File: config.mk
export PLATFORM = sky130hd
export DESIGN_NAME = priority_ordered_queue_unit
export DESIGN_NICKNAME = d
export VERILOG_FILES = /design/src/rtl/poq_pkg.sv /design/src/rtl/poq_cell.sv /design/src/rtl/priority_ordered_queue_unit.sv
export SDC_FILE = /design/constraint.sdc
export NUM_CORES = 1
export LEC_CHECK = 0
export BUFFER_PORTS_ARGS = -buffer_cell sky130_fd_sc_hd__buf_2
export CAP_MARGIN = 0
export CORE_ASPECT_RATIO = 0.7
export CORE_UTILIZATION = 50
export CTS_CLUSTER_SIZE = 30
export DETAILED_ROUTE_END_ITERATION = 10
export PLACE_DENSITY_LB_ADDON = 0.1
export SYNTH_ARGS = -nofsm -noshare
export SYNTH_HDL_FRONTEND = slang
export SYNTH_SLANG_ARGS = --single-unit
File: constraint.sdc
create_clock -name clock -period 5.5 [get_ports clock]
set_input_delay 0.275 -clock clock [delete_from_list [all_inputs] [get_ports clock]]
set_output_delay 0.275 -clock clock [all_outputs]
set_load 0.05 [all_outputs]
File: src/rtl/poq_pkg.sv
// ------------------------------------------------------------------------
// poq_pkg
// shared types and constants of the priority ordered queue
// ------------------------------------------------------------------------
package poq_pkg;

   localparam int DEPTH     = 16;
   localparam int TOP_LEVEL = 3;
   localparam int LEVEL_W   = 2;
   localparam int AGE_W     = 7;
   localparam int HANDLE_W  = 32;
   localparam int OCC_W     = 5;
   localparam int CNT_W     = $clog2(DEPTH + 1);

   localparam logic KIND_INSERT = 1'b0;
   localparam logic KIND_REMOVE = 1'b1;

   typedef enum logic [1:0] {
      ST_DONE     = 2'd0,
      ST_EMPTY    = 2'd1,
      ST_FULL     = 2'd2,
      ST_BADLEVEL = 2'd3
   } status_type;

   typedef struct packed {
      logic [LEVEL_W-1:0]  level;
      logic [AGE_W-1:0]    age;
      logic [HANDLE_W-1:0] handle;
   } entry_type;

   // broadcast to every cell each cycle
   typedef struct packed {
      logic      insert_en;
      logic      remove_en;
      entry_type new_entry;
   } cell_ctrl_type;

endpackage

File: src/rtl/poq_cell.sv
// ------------------------------------------------------------------------
// poq_cell
// one slot of the sorted queue: holds an entry, shifts left or right
// ------------------------------------------------------------------------
module poq_cell (
   input  logic                   clock,
   input  poq_pkg::cell_ctrl_type ctrl,
   input  logic                   occupied,
   input  logic                   left_ge,
   input  poq_pkg::entry_type     left_entry,
   input  poq_pkg::entry_type     right_entry,
   output poq_pkg::entry_type     entry,
   output logic                   ge
);

   poq_pkg::entry_type entry_ff;
   poq_pkg::entry_type entry_in;

   // entries of equal or higher level stay ahead of a new one
   assign ge    = occupied && (entry_ff.level >= ctrl.new_entry.level);
   assign entry = entry_ff;

   always_comb begin
      entry_in = entry_ff;
      if (ctrl.insert_en && !ge) begin
         // first cell below the boundary takes the new entry, the rest shift down
         entry_in = left_ge ? ctrl.new_entry : left_entry;
      end else if (ctrl.remove_en) begin
         entry_in = right_entry;
      end
   end

   always_ff @(posedge clock) begin
      entry_ff <= entry_in;
   end

endmodule

File: src/rtl/priority_ordered_queue_unit.sv
// ------------------------------------------------------------------------
// priority_ordered_queue_unit
// sorted priority queue built as a chain of entry cells
// ------------------------------------------------------------------------
// result: registered, valid in the cycle after the request beat is accepted
// throughput: one item per cycle unless a result beat is stalled; every cell
//    compares its level with the incoming one in parallel and shifts in the same cycle
// reset: clears the entry count and the result valid; cell contents are
//    left undefined and are never read before being written
module priority_ordered_queue_unit (
   input  logic                         clock,
   input  logic                         reset,
   input  logic                         req_valid,
   output logic                         req_stall,
   input  logic                         req_kind,
   input  logic [poq_pkg::LEVEL_W-1:0]  req_level,
   input  logic [poq_pkg::AGE_W-1:0]    req_age,
   input  logic [poq_pkg::HANDLE_W-1:0] req_record_handle,
   output logic                         rsp_valid,
   input  logic                         rsp_stall,
   output logic [1:0]                   rsp_status,
   output logic [poq_pkg::LEVEL_W-1:0]  rsp_out_level,
   output logic [poq_pkg::AGE_W-1:0]    rsp_out_age,
   output logic [poq_pkg::HANDLE_W-1:0] rsp_out_handle,
   output logic [poq_pkg::OCC_W-1:0]    rsp_occupancy
);

   logic [poq_pkg::CNT_W-1:0] count_ff;
   logic [poq_pkg::CNT_W-1:0] count_in;
   logic                      rsp_valid_ff;
   logic                      rsp_valid_in;
   poq_pkg::status_type       rsp_status_ff;
   poq_pkg::status_type       rsp_status_in;
   poq_pkg::entry_type        rsp_entry_ff;
   poq_pkg::entry_type        rsp_entry_in;
   logic [poq_pkg::OCC_W-1:0] rsp_occ_ff;
   logic [poq_pkg::OCC_W-1:0] rsp_occ_in;

   poq_pkg::cell_ctrl_type    ctrl;
   poq_pkg::entry_type        cell_entry  [poq_pkg::DEPTH];
   logic                      cell_ge     [poq_pkg::DEPTH];
   logic                      cell_occ    [poq_pkg::DEPTH];
   logic                      left_ge     [poq_pkg::DEPTH];
   poq_pkg::entry_type        left_entry  [poq_pkg::DEPTH];
   poq_pkg::entry_type        right_entry [poq_pkg::DEPTH];

   logic accept;
   logic bad_level;
   logic is_full;
   logic is_empty;
   logic do_insert;
   logic do_remove;

   // output register frees up when its beat is taken
   assign req_stall = rsp_valid_ff && rsp_stall;
   assign accept    = req_valid && !req_stall;

   assign bad_level = (req_level == '0) ||
                      (req_level > poq_pkg::LEVEL_W'(poq_pkg::TOP_LEVEL));
   assign is_full   = (count_ff == poq_pkg::CNT_W'(poq_pkg::DEPTH));
   assign is_empty  = (count_ff == '0);
   assign do_insert = accept && (req_kind == poq_pkg::KIND_INSERT) && !bad_level && !is_full;
   assign do_remove = accept && (req_kind == poq_pkg::KIND_REMOVE) && !is_empty;

   assign ctrl.insert_en        = do_insert;
   assign ctrl.remove_en        = do_remove;
   assign ctrl.new_entry.level  = req_level;
   assign ctrl.new_entry.age    = req_age;
   assign ctrl.new_entry.handle = req_record_handle;

   for (genvar i = 0; i < poq_pkg::DEPTH; i++) begin : g_cell
      assign cell_occ[i] = (poq_pkg::CNT_W'(i) < count_ff);

      if (i == 0) begin : g_head
         assign left_ge[i]    = 1'b1;
         assign left_entry[i] = ctrl.new_entry;
      end else begin : g_body
         assign left_ge[i]    = cell_ge[i-1];
         assign left_entry[i] = cell_entry[i-1];
      end

      if (i == poq_pkg::DEPTH - 1) begin : g_tail
         assign right_entry[i] = cell_entry[i];
      end else begin : g_inner
         assign right_entry[i] = cell_entry[i+1];
      end

      poq_cell u_cell (
         .clock       (clock),
         .ctrl        (ctrl),
         .occupied    (cell_occ[i]),
         .left_ge     (left_ge[i]),
         .left_entry  (left_entry[i]),
         .right_entry (right_entry[i]),
         .entry       (cell_entry[i]),
         .ge          (cell_ge[i])
      );
   end

   always_comb begin
      count_in = count_ff;
      if (do_insert) begin
         count_in = count_ff + poq_pkg::CNT_W'(1);
      end else if (do_remove) begin
         count_in = count_ff - poq_pkg::CNT_W'(1);
      end
   end

   always_comb begin
      rsp_valid_in  = rsp_valid_ff;
      rsp_status_in = rsp_status_ff;
      rsp_entry_in  = rsp_entry_ff;
      rsp_occ_in    = rsp_occ_ff;
      if (accept) begin
         rsp_valid_in = 1'b1;
         rsp_entry_in = '0;
         rsp_occ_in   = poq_pkg::OCC_W'(count_in);
         if (req_kind == poq_pkg::KIND_REMOVE) begin
            if (is_empty) begin
               rsp_status_in = poq_pkg::ST_EMPTY;
            end else begin
               rsp_status_in = poq_pkg::ST_DONE;
               rsp_entry_in  = cell_entry[0];
            end
         end else if (bad_level) begin
            rsp_status_in = poq_pkg::ST_BADLEVEL;
         end else if (is_full) begin
            rsp_status_in = poq_pkg::ST_FULL;
         end else begin
            rsp_status_in = poq_pkg::ST_DONE;
         end
      end else if (!rsp_stall) begin
         rsp_valid_in = 1'b0;
      end
   end

   always_ff @(posedge clock) begin
      if (reset) begin
         count_ff     <= '0;
         rsp_valid_ff <= 1'b0;
      end else begin
         count_ff     <= count_in;
         rsp_valid_ff <= rsp_valid_in;
      end
      rsp_status_ff <= rsp_status_in;
      rsp_entry_ff  <= rsp_entry_in;
      rsp_occ_ff    <= rsp_occ_in;
   end

   assign rsp_valid      = rsp_valid_ff;
   assign rsp_status     = rsp_status_ff;
   assign rsp_out_level  = rsp_entry_ff.level;
   assign rsp_out_age    = rsp_entry_ff.age;
   assign rsp_out_handle = rsp_entry_ff.handle;
   assign rsp_occupancy  = rsp_occ_ff;

endmodule

# After elaboration in Yosys (flattened, before gate mapping)
# Cells that the tools add are included.
[word_totals]
out_inout_bits = 50
elab_cells = 224
reg_bits = 710
[classes]
reduce_logical = 78
magnitude_cmp = 33
n_eq_ne = 2
muxes = 53
n_bitwise = 1
add_sub_neg = 2
[op_table]
columns = ["op", "count"]
rows = [
  ["$mux 41", 45],
  ["$lt 4x5->1 const A", 8],
  ["$logic_and 1x1->1", 39],
  ["$ge 2x2->1", 16],
  ["$reduce_bool 2->1", 15],
  ["$logic_not 1->1", 20],
  ["$lt 3x5->1 const A", 4],
  ["$lt 1x5->1 const A", 2],
  ["$lt 2x5->1 const A", 2],
  ["$mux 5", 2],
  ["$mux 2", 3],
  ["$add 5x1->5 const B", 1],
  ["$eq 5x5->1 const B", 1],
  ["$logic_not 5->1", 1],
  ["$sub 5x1->5 const B", 1],
  ["$mux 1", 3],
  ["$gt 2x2->1 const B", 1],
  ["$logic_not 2->1", 1],
  ["$ne 2x1->1 const B", 1],
  ["$reduce_or 2->1", 1],
  ["$logic_or 1x1->1", 1],
  ["$not 1->1", 1],
]

# Longest topological paths before layout
# Gate-level depths: netlist of run 1.
[logic_depth]
depth_word = 8
mapped_depth = 11

# Cells and area by module
# A second synthesis of run 1 with hierarchy kept.
[hier_totals]
hier_cells = 2467
area_unflattened_um2 = 39382.8
[modules_own_cells]
columns = ["mod", "cells_per_inst", "seq_area_each_um2", "area_each_um2", "instances"]
rows = [
  ["poq_cell", 142, 1231.2, 2311.0, 16],
  ["priority_ordered_queue_unit", 195, 1561.5, 2407.3, 1],
]

# Worst setup path before layout of run 1
# Ideal clock, no wire load.
[synth_path]
path_type = "register to register"
start = "reg rsp_valid_ff (netlist: rsp_valid)"
end = "reg g_cell[8].u_cell.entry_ff (netlist bit g_cell[8].u_cell.entry[0]) (enable)"
t_required_ns = 5.095
setup_time_ns = 0.405
stages_incl_launch_ff = 7
t_arrival_ns = 4.094
slack_ns = 1.002
cell_sequence = "dfxtp_1 > a21boi_2 > nor4b_4 > buf_2 > nor2b_1 > buf_2 > nand2b_1"
[synth_between]
elab_chain_cells = 8
[synth_rtl]
columns = ["element", "line", "source"]
rows = [
  ["start: declaration", "priority_ordered_queue_unit.sv:30", "logic rsp_valid_ff;"],
  ["start signal: assignment", "priority_ordered_queue_unit.sv:143", "rsp_valid_ff <= rsp_valid_in;"],
  ["$logic_and 1x1->1 (*)", "priority_ordered_queue_unit.sv:55", "assign req_stall = rsp_valid_ff && rsp_stall;"],
  ["$logic_not 1->1 (*)", "priority_ordered_queue_unit.sv:56", "assign accept = req_valid && !req_stall;"],
  ["$logic_and 1x1->1 (*)", "priority_ordered_queue_unit.sv:56", ""],
  ["net accept", "priority_ordered_queue_unit.sv:47", "logic accept;"],
  ["$logic_and 1x1->1 (3 in a row)", "priority_ordered_queue_unit.sv:62", "assign do_insert = accept && (req_kind == poq_pkg::KIND_INSERT) && !bad_level && !is_full;"],
  ["$logic_and 1x1->1", "poq_cell.sv:25", "if (ctrl.insert_en && !ge) begin"],
  ["$reduce_bool 2->1 (no source line) (*)", "--", ""],
  ["end signal: assignment", "poq_cell.sv:34", "entry_ff <= entry_in;"],
  ["end: declaration", "poq_cell.sv:16", "poq_pkg::entry_type entry_ff;"],
]
# Mark *: on every way through the listed nets, which the timed path passes. The rest lies on a longest branch.
# A chain may end at the register's enable or synchronous reset.

# Worst setup path after layout of run 1
[layout_path]
start = "reg count_ff[1] (netlist name)"
end = "reg g_cell[12].u_cell.entry_ff (netlist bit g_cell[12].u_cell.entry[23]) (enable)"
[layout_between]
elab_chain_cells = 5
[layout_rtl]
columns = ["element", "line", "source"]
rows = [
  ["start: declaration", "priority_ordered_queue_unit.sv:28", "logic [poq_pkg::CNT_W-1:0] count_ff;"],
  ["start signal: assignment", "priority_ordered_queue_unit.sv:142", "count_ff <= count_in;"],
  ["$lt 4x5->1 or $eq 5x5->1 (tied branches)", "priority_ordered_queue_unit.sv:72, priority_ordered_queue_unit.sv:60", ""],
  ["$logic_and 1x1->1 or $logic_not 1->1 (tied branches)", "poq_cell.sv:20, priority_ordered_queue_unit.sv:62", ""],
  ["$logic_not 1->1 or $logic_and 1x1->1 (tied branches)", "poq_cell.sv:25, priority_ordered_queue_unit.sv:62", ""],
  ["$logic_and 1x1->1", "poq_cell.sv:25", ""],
  ["$reduce_bool 2->1 (no source line) (*)", "--", ""],
  ["end signal: assignment", "poq_cell.sv:34", ""],
  ["end: declaration", "poq_cell.sv:16", ""],
]
# Every way passes the cells marked *; elsewhere a longest branch is shown, timed or not.

==> impl_metrics.tcl, run 1 <==
set metrics [dict create \
    status "finished clean" \
    cts-buffers-inserted 72 \
    die-height_um 225 \
    placed_cell_area_sq_mm 0.0367 \
    pin_count 96 \
    start_util 0.507 \
    crit_slowest_cell "nand2_2" \
    n_fill_cell 6043 \
    grtUsageTotal 0.219 \
    peakVddDrop_mv 0.249 \
    antenna_left 0 \
    dieArea_sq_mm 0.0722 \
    worstMarginPinSlew_ns 1.24 \
    die_x_um 321 \
    ys_seq_elements 710 \
    avgSynthCellArea_sq_um 11.9 \
    holdWs_ns 0.0792 \
    worst_slack_ns 2.08 \
    grt_overflow 0 \
    path_max_fanout 43 \
    route.detailed.drc 0 \
    cap_violations 0 \
    synth_cells 3000 \
    setup_viol 0 \
    yosysSeqAreaShare 0.598 \
    critical_path.cell_chain "inv_1, ha_1, or4b_1, buf_4, nand3_2, nand2_2" \
    tns_ns 0 \
    cp-end-kind "flip-flop" \
    place.gp.congestion 0.765 \
    cpPeakStageDelay_ns 1.05 \
    rsz0062_at_grt "false" \
    yosys_warnings 0 \
    final-instance-count-excl-fill 3967 \
    first_global_vias 24800 \
    hold_violations 0 \
    antenna_found_initial 0 \
    clkSinkCount 710 \
    powerDensity_mw_per_mm2 418 \
    syn-num-nets 3082 \
    wl_um 78900 \
    slew_viol_final 0 \
    synthFlopType "edfxtp_1" \
    dp_hpwl_um 54900 \
    p_leak_nw 13.8 \
    layout-drive-gt1-share 0.104 \
    grt_pass1_wl_um 129000 \
    dpl_worst_slack_ns 1.91 \
    finalCritPeriodShare 0.621 \
    crit_type "flip-flop to flip-flop" \
    layout.cells.most_common "edfxtp_1" \
    clock_latency_ns 0.63 \
    rows 81 \
    first_pass_iters 5 \
    max_freq_mhz 293 \
    final_cell_mix "edfxtp_1, mux2i_1, nand2_1" \
    hold_path_class "primary input to flip-flop" \
    min_period_ns 3.42 \
    area_growth_pct 9.46 \
    ctsRootBufferMaster "clkbuf_16" \
    syn_area_sq_mm 0.0356 \
    required_ns 5.73 \
    cts_buffer_depth 3 \
    synth_cell_types 43 \
    dr_total_vias 23000 \
    path_clk_slew_ns 0.06 \
    fp.coreArea_sq_mm 0.0701 \
    design_area_sq_mm 0.0389 \
    via_per_inst 5.81 \
    place_inst 3833 \
    slew_headroom 0.174 \
    cts_tree "yes" \
    initialDrtViolationCount 1503 \
    wire_per_inst_um 19.9 \
    cp-start-kind "flip-flop" \
    async_flop_share 0 \
    portBuffers 95 \
    synth_enable_flop_cells 704 \
    grt_max_degree 83 \
    postCtsSetupBuffers 0 \
    nets 3038 \
    htreeDepth 3 \
    cp_data_arrival_time_ns 3.65 \
    fin_skew_ns 0.0279 \
    diodes 0 \
]
[path summary, 6_finish.rpt]
check	start	to	slack, ns	cells past startpoint
worst min register to register	g_cell[15].u_cell.entry[20]$_DFFE_PP_	g_cell[14].u_cell.entry[20]$_DFFE_PP_	0.52	2
worst min-delay path	rsp_stall	rsp_occupancy[4]$_DFFE_PN_	0.08	2
worst max register to register	count_ff[1]$_SDFF_PP0_	g_cell[12].u_cell.entry[23]$_DFFE_PP_	2.08	6
worst max-delay path	count_ff[1]$_SDFF_PP0_	g_cell[12].u_cell.entry[23]$_DFFE_PP_	2.08	6
[state kept, by name, indices dropped and copies added, names as in the netlist]
signal / cells
rsp_status: 2
rsp_valid: 1
rsp_occupancy: 5
count_ff: 5
rsp_out_age: 7
rsp_out_handle: 32
rsp_out_level: 2
g_cell.u_cell.entry: 656
[where the power goes]
group          internal, mW  switching (mW)
sequential             7.37           0.498
combinational          1.34            2.43
clock                  2.56            2.10
[kinds of logic after synthesis]
group | share of synthesized area
AND/OR/NAND/NOR | 0.0805
flip-flops | 0.598
multiplexers | 0.187
XOR/XNOR | 0.000985
AO/OA/AOI/OAI | 0.0886
buffers and inverters | 0.0328
adder cells (fa/ha/maj) | 0.0127
[per-layer routing]
metal,track usage,up-vias,share of wire
li1,-,10900,-
met5,0,-,0
met3,0.0290,130,0.028
met1,0.288,11700,0.45
met4,0.0591,0,0.019
met2,0.383,331,0.50
[stage by stage]
| step | util | power, mW |
|---|---|---|
| final | 0.555 | 16.3 |
| after floorplan | - | 10.6 |
| after global routing | 0.555 | 17.1 |
| after global placement | 0.524 | 11.6 |
| after detailed placement | 0.524 | 11.8 |
| after CTS | 0.555 | 16.4 |
[cells in the mapped netlist (17+ instances only)]
cell	number	share of area
o21ai_1	59	0.0083
nand2b_1	17	0.0030
mux2_1	39	0.012
a21oi_1	61	0.0086
mux2_2	42	0.013
ha_1	36	0.013
o21ai_0	488	0.069
mux2i_1	573	0.16
and3_1	43	0.0076
edfxtp_1	704	0.59
clkbuf_1	165	0.017
inv_1	22	0.0023
nor2_1	65	0.0069
buf_2	79	0.011
nand2_1	552	0.058
[what timing repair did]
action                                  in CTS  in global routing
hold endpoints to repair                     6                  0
gates resized for setup                      0                  0
hold buffers                                 3                  0
endpoints found under the setup margin       0                  0
[cell type report]
type / count / area [sq um] / area share
Clock buffer: 95 / 1910 / 0.0490
Clock inverter: 36 / 267 / 0.00684
Inverter: 22 / 82.6 / 0.00212
Multi-Input combinational cell: 2016 / 13500 / 0.346
Sequential cell: 710 / 21300 / 0.546
Tap cell: 954 / 1190 / 0.0306
Timing Repair Buffer: 134 / 776 / 0.0199
[critical path: cells and delay by family (launching register included)]
kind                     cells  cell delay (ns)
AND/OR/NAND/NOR              3             1.77
flip-flops                   1             0.49
buffers and inverters        2             0.48
adder cells (fa/ha/maj)      1             0.21
No activity file was read; power rests on OpenSTA's default activity.
==> run 2, diff against run 1 <==
--- a/config.mk
+++ b/config.mk
@@ -5,6 +5,7 @@
 export SDC_FILE = /design/constraint.sdc
 export NUM_CORES = 1
 export LEC_CHECK = 0
+export ABC_AREA = 1
 export BUFFER_PORTS_ARGS = -buffer_cell sky130_fd_sc_hd__buf_2
 export CAP_MARGIN = 0
 export CORE_ASPECT_RATIO = 0.7
==> constraint.sdc (replaced) <==
create_clock -name clock -period 3.2 [get_ports clock]
set_input_delay 0.16 -clock clock [delete_from_list [all_inputs] [get_ports clock]]
set_output_delay 0.16 -clock clock [all_outputs]
set_load 0.05 [all_outputs]
==> impl_metrics.tcl, run 2 <==
set metrics [dict create \
    largest_register_ff_count 656 \
    yosys.area.top_type "edfxtp_1" \
    wl_um 92300 \
    yosysSeqAreaShare 0.565 \
    cts_resized 0 \
    first_pass_iters 8 \
    required_ns 3.54 \
    path_max_fanout 42 \
    grt_overflow 0 \
    netlist_top_cells_area "edfxtp_1, nand2_1, o21ai_0" \
    worst_slack_ns 0.485 \
    async_flop_share 0 \
    dr_total_vias 28500 \
    start_util 0.509 \
    cts_tree "yes" \
    max_freq_mhz 368 \
    layout-drive-gt1-share 0.0751 \
    initialDrtViolationCount 3016 \
    tns_ns 0 \
    yosysMostFrequentCell "nand2_1" \
    hold_violations 0 \
    diodes 0 \
    cp-start-kind "flip-flop" \
    synth_cells 4569 \
    synth_top_area_share 0.562 \
    synth_enable_flop_cells 704 \
    antenna_found_initial 0 \
    dpl_worst_slack_ns 0.527 \
    wire_per_inst_um 16.7 \
    synthFlopType "edfxtp_1" \
    route.detailed.drc 0 \
    cts_buffer_depth 3 \
    via_per_inst 5.14 \
    syn-num-nets 4651 \
    utilization 0.559 \
    slew_headroom 0.312 \
    rsz0062_at_grt "false" \
    portBuffers 95 \
    die_x_um 330 \
    grt_max_degree 83 \
    yosys_warnings 0 \
    postCtsSetupBuffers 0 \
    dp_hpwl_um 65300 \
    worstMarginPinSlew_ns 1.03 \
    place_inst 5398 \
    pin_count 96 \
    cap_violations 0 \
    ys_seq_elements 710 \
    rows 83 \
    die-height_um 231 \
    syn_area_sq_mm 0.0376 \
    htreeDepth 3 \
    slew_viol_final 0 \
    nets 4583 \
    cp_data_arrival_time_ns 3.06 \
    p_leak_nw 18.9 \
    status "finished clean" \
    clkSinkCount 710 \
    cts-buffers-inserted 74 \
    grtUsageTotal 0.244 \
    first_global_vias 25700 \
    layout.cells.most_common "nand2_1" \
    min_period_ns 2.71 \
    peakVddDrop_mv 0.403 \
    ys_top_cells_by_count "nand2_1, edfxtp_1, o21ai_0, inv_1, nand3_1" \
    avgSynthCellArea_sq_um 8.23 \
    ctsRootBufferMaster "clkbuf_16" \
    final-instance-count-excl-fill 5533 \
    hold_buffers 4 \
    synth_cell_types 26 \
    area_growth_pct 9.79 \
    final_cell_mix "nand2_1, edfxtp_1, o21ai_0" \
    dieArea_sq_mm 0.0764 \
    fin_skew_ns 0.0148 \
    hold_path_class "primary input to flip-flop" \
    crit_type "flip-flop to flip-flop" \
    path_clk_slew_ns 0.06 \
    clock_latency_ns 0.63 \
    powerDensity_mw_per_mm2 665 \
    cp-end-kind "flip-flop" \
    antenna_left 0 \
    fp.coreArea_sq_mm 0.0738 \
    place.gp.congestion 0.869 \
    setup_viol 0 \
    finalCritPeriodShare 0.848 \
    grt_pass1_wl_um 150000 \
]
-- run 2: cell count changes after synthesis, moves of 73 or more --
cell | before | now
nand4_1 | 0 | 123
nand2_1 | 552 | 2241
inv_1 | 22 | 296
buf_2 | 79 | 152
nand3_1 | 3 | 173
mux2i_1 | 573 | 0
-- run 2: cell families after synthesis --
logic type | after synthesis | share of synthesized area
simple gates | 2606 | 0.276
flops | 710 | 0.565
buf+inv | 643 | 0.0696
compound gates | 570 | 0.0759
fa+ha+maj | 36 | 0.0120
xor+xnor | 4 | 0.000931
-- run 2: worst max-delay path, cell delays in order, from the launching register on --
cell     delay (ns)
dfxtp_1        0.45
inv_1          0.16
ha_1           0.24
nand3_2        0.12
nand2_2        0.19
inv_4          0.27
buf_4          0.21
nand2_1        0.12
inv_2          0.52
o21ai_0        0.15
-- run 2: final timing paths --
kind	cells past startpoint	slack, ns	from	to
hold reg to reg	2	0.51	g_cell[15].u_cell.entry[24]$_DFFE_PP_	g_cell[14].u_cell.entry[24]$_DFFE_PP_
setup / recovery	9	0.49	count_ff[1]$_SDFF_PP0_	g_cell[8].u_cell.entry[39]$_DFFE_PP_
setup reg to reg	9	0.49	count_ff[1]$_SDFF_PP0_	g_cell[8].u_cell.entry[39]$_DFFE_PP_
hold / removal	5	0.16	req_level[1]	g_cell[7].u_cell.entry[40]$_DFFE_PP_
-- run 2: area by class of cell --
class | count | area (sq um)
multi-input combinational | 3216 | 13800
clock inverter | 35 | 269
fill | 6959 | 32500
timing repair buffer | 181 | 1470
sequential | 710 | 21300
tap | 977 | 1220
clock buffer | 96 | 2080
inverter | 318 | 1200
-- run 2: layer usage --
layer  routed length [um]  track usage
met1                50200        0.421
met5                    0            0
met2                33600        0.310
met3                 6750       0.0396
met4                 1730       0.0479
-- run 2: report_power, final --
part           leakage, nW  switching, mW  internal [mW]
clock                 1.14           3.64           4.90
sequential            6.67          0.687           12.2
combinational         11.1           4.24           1.83
total                 18.9           8.57           18.9
-- run 2: metrics by stage --
step | total power, mW | hold slack [ns] | instance area, sq um
after global placement | 19.0 | 0.426 | 38900
after global routing | 29.0 | 0.177 | 41300
after CTS | 27.6 | 0.124 | 41300
after detailed placement | 19.1 | 0.429 | 38900
final | 27.5 | 0.165 | 41300
after floorplan | 17.3 | 0.229 | 37600
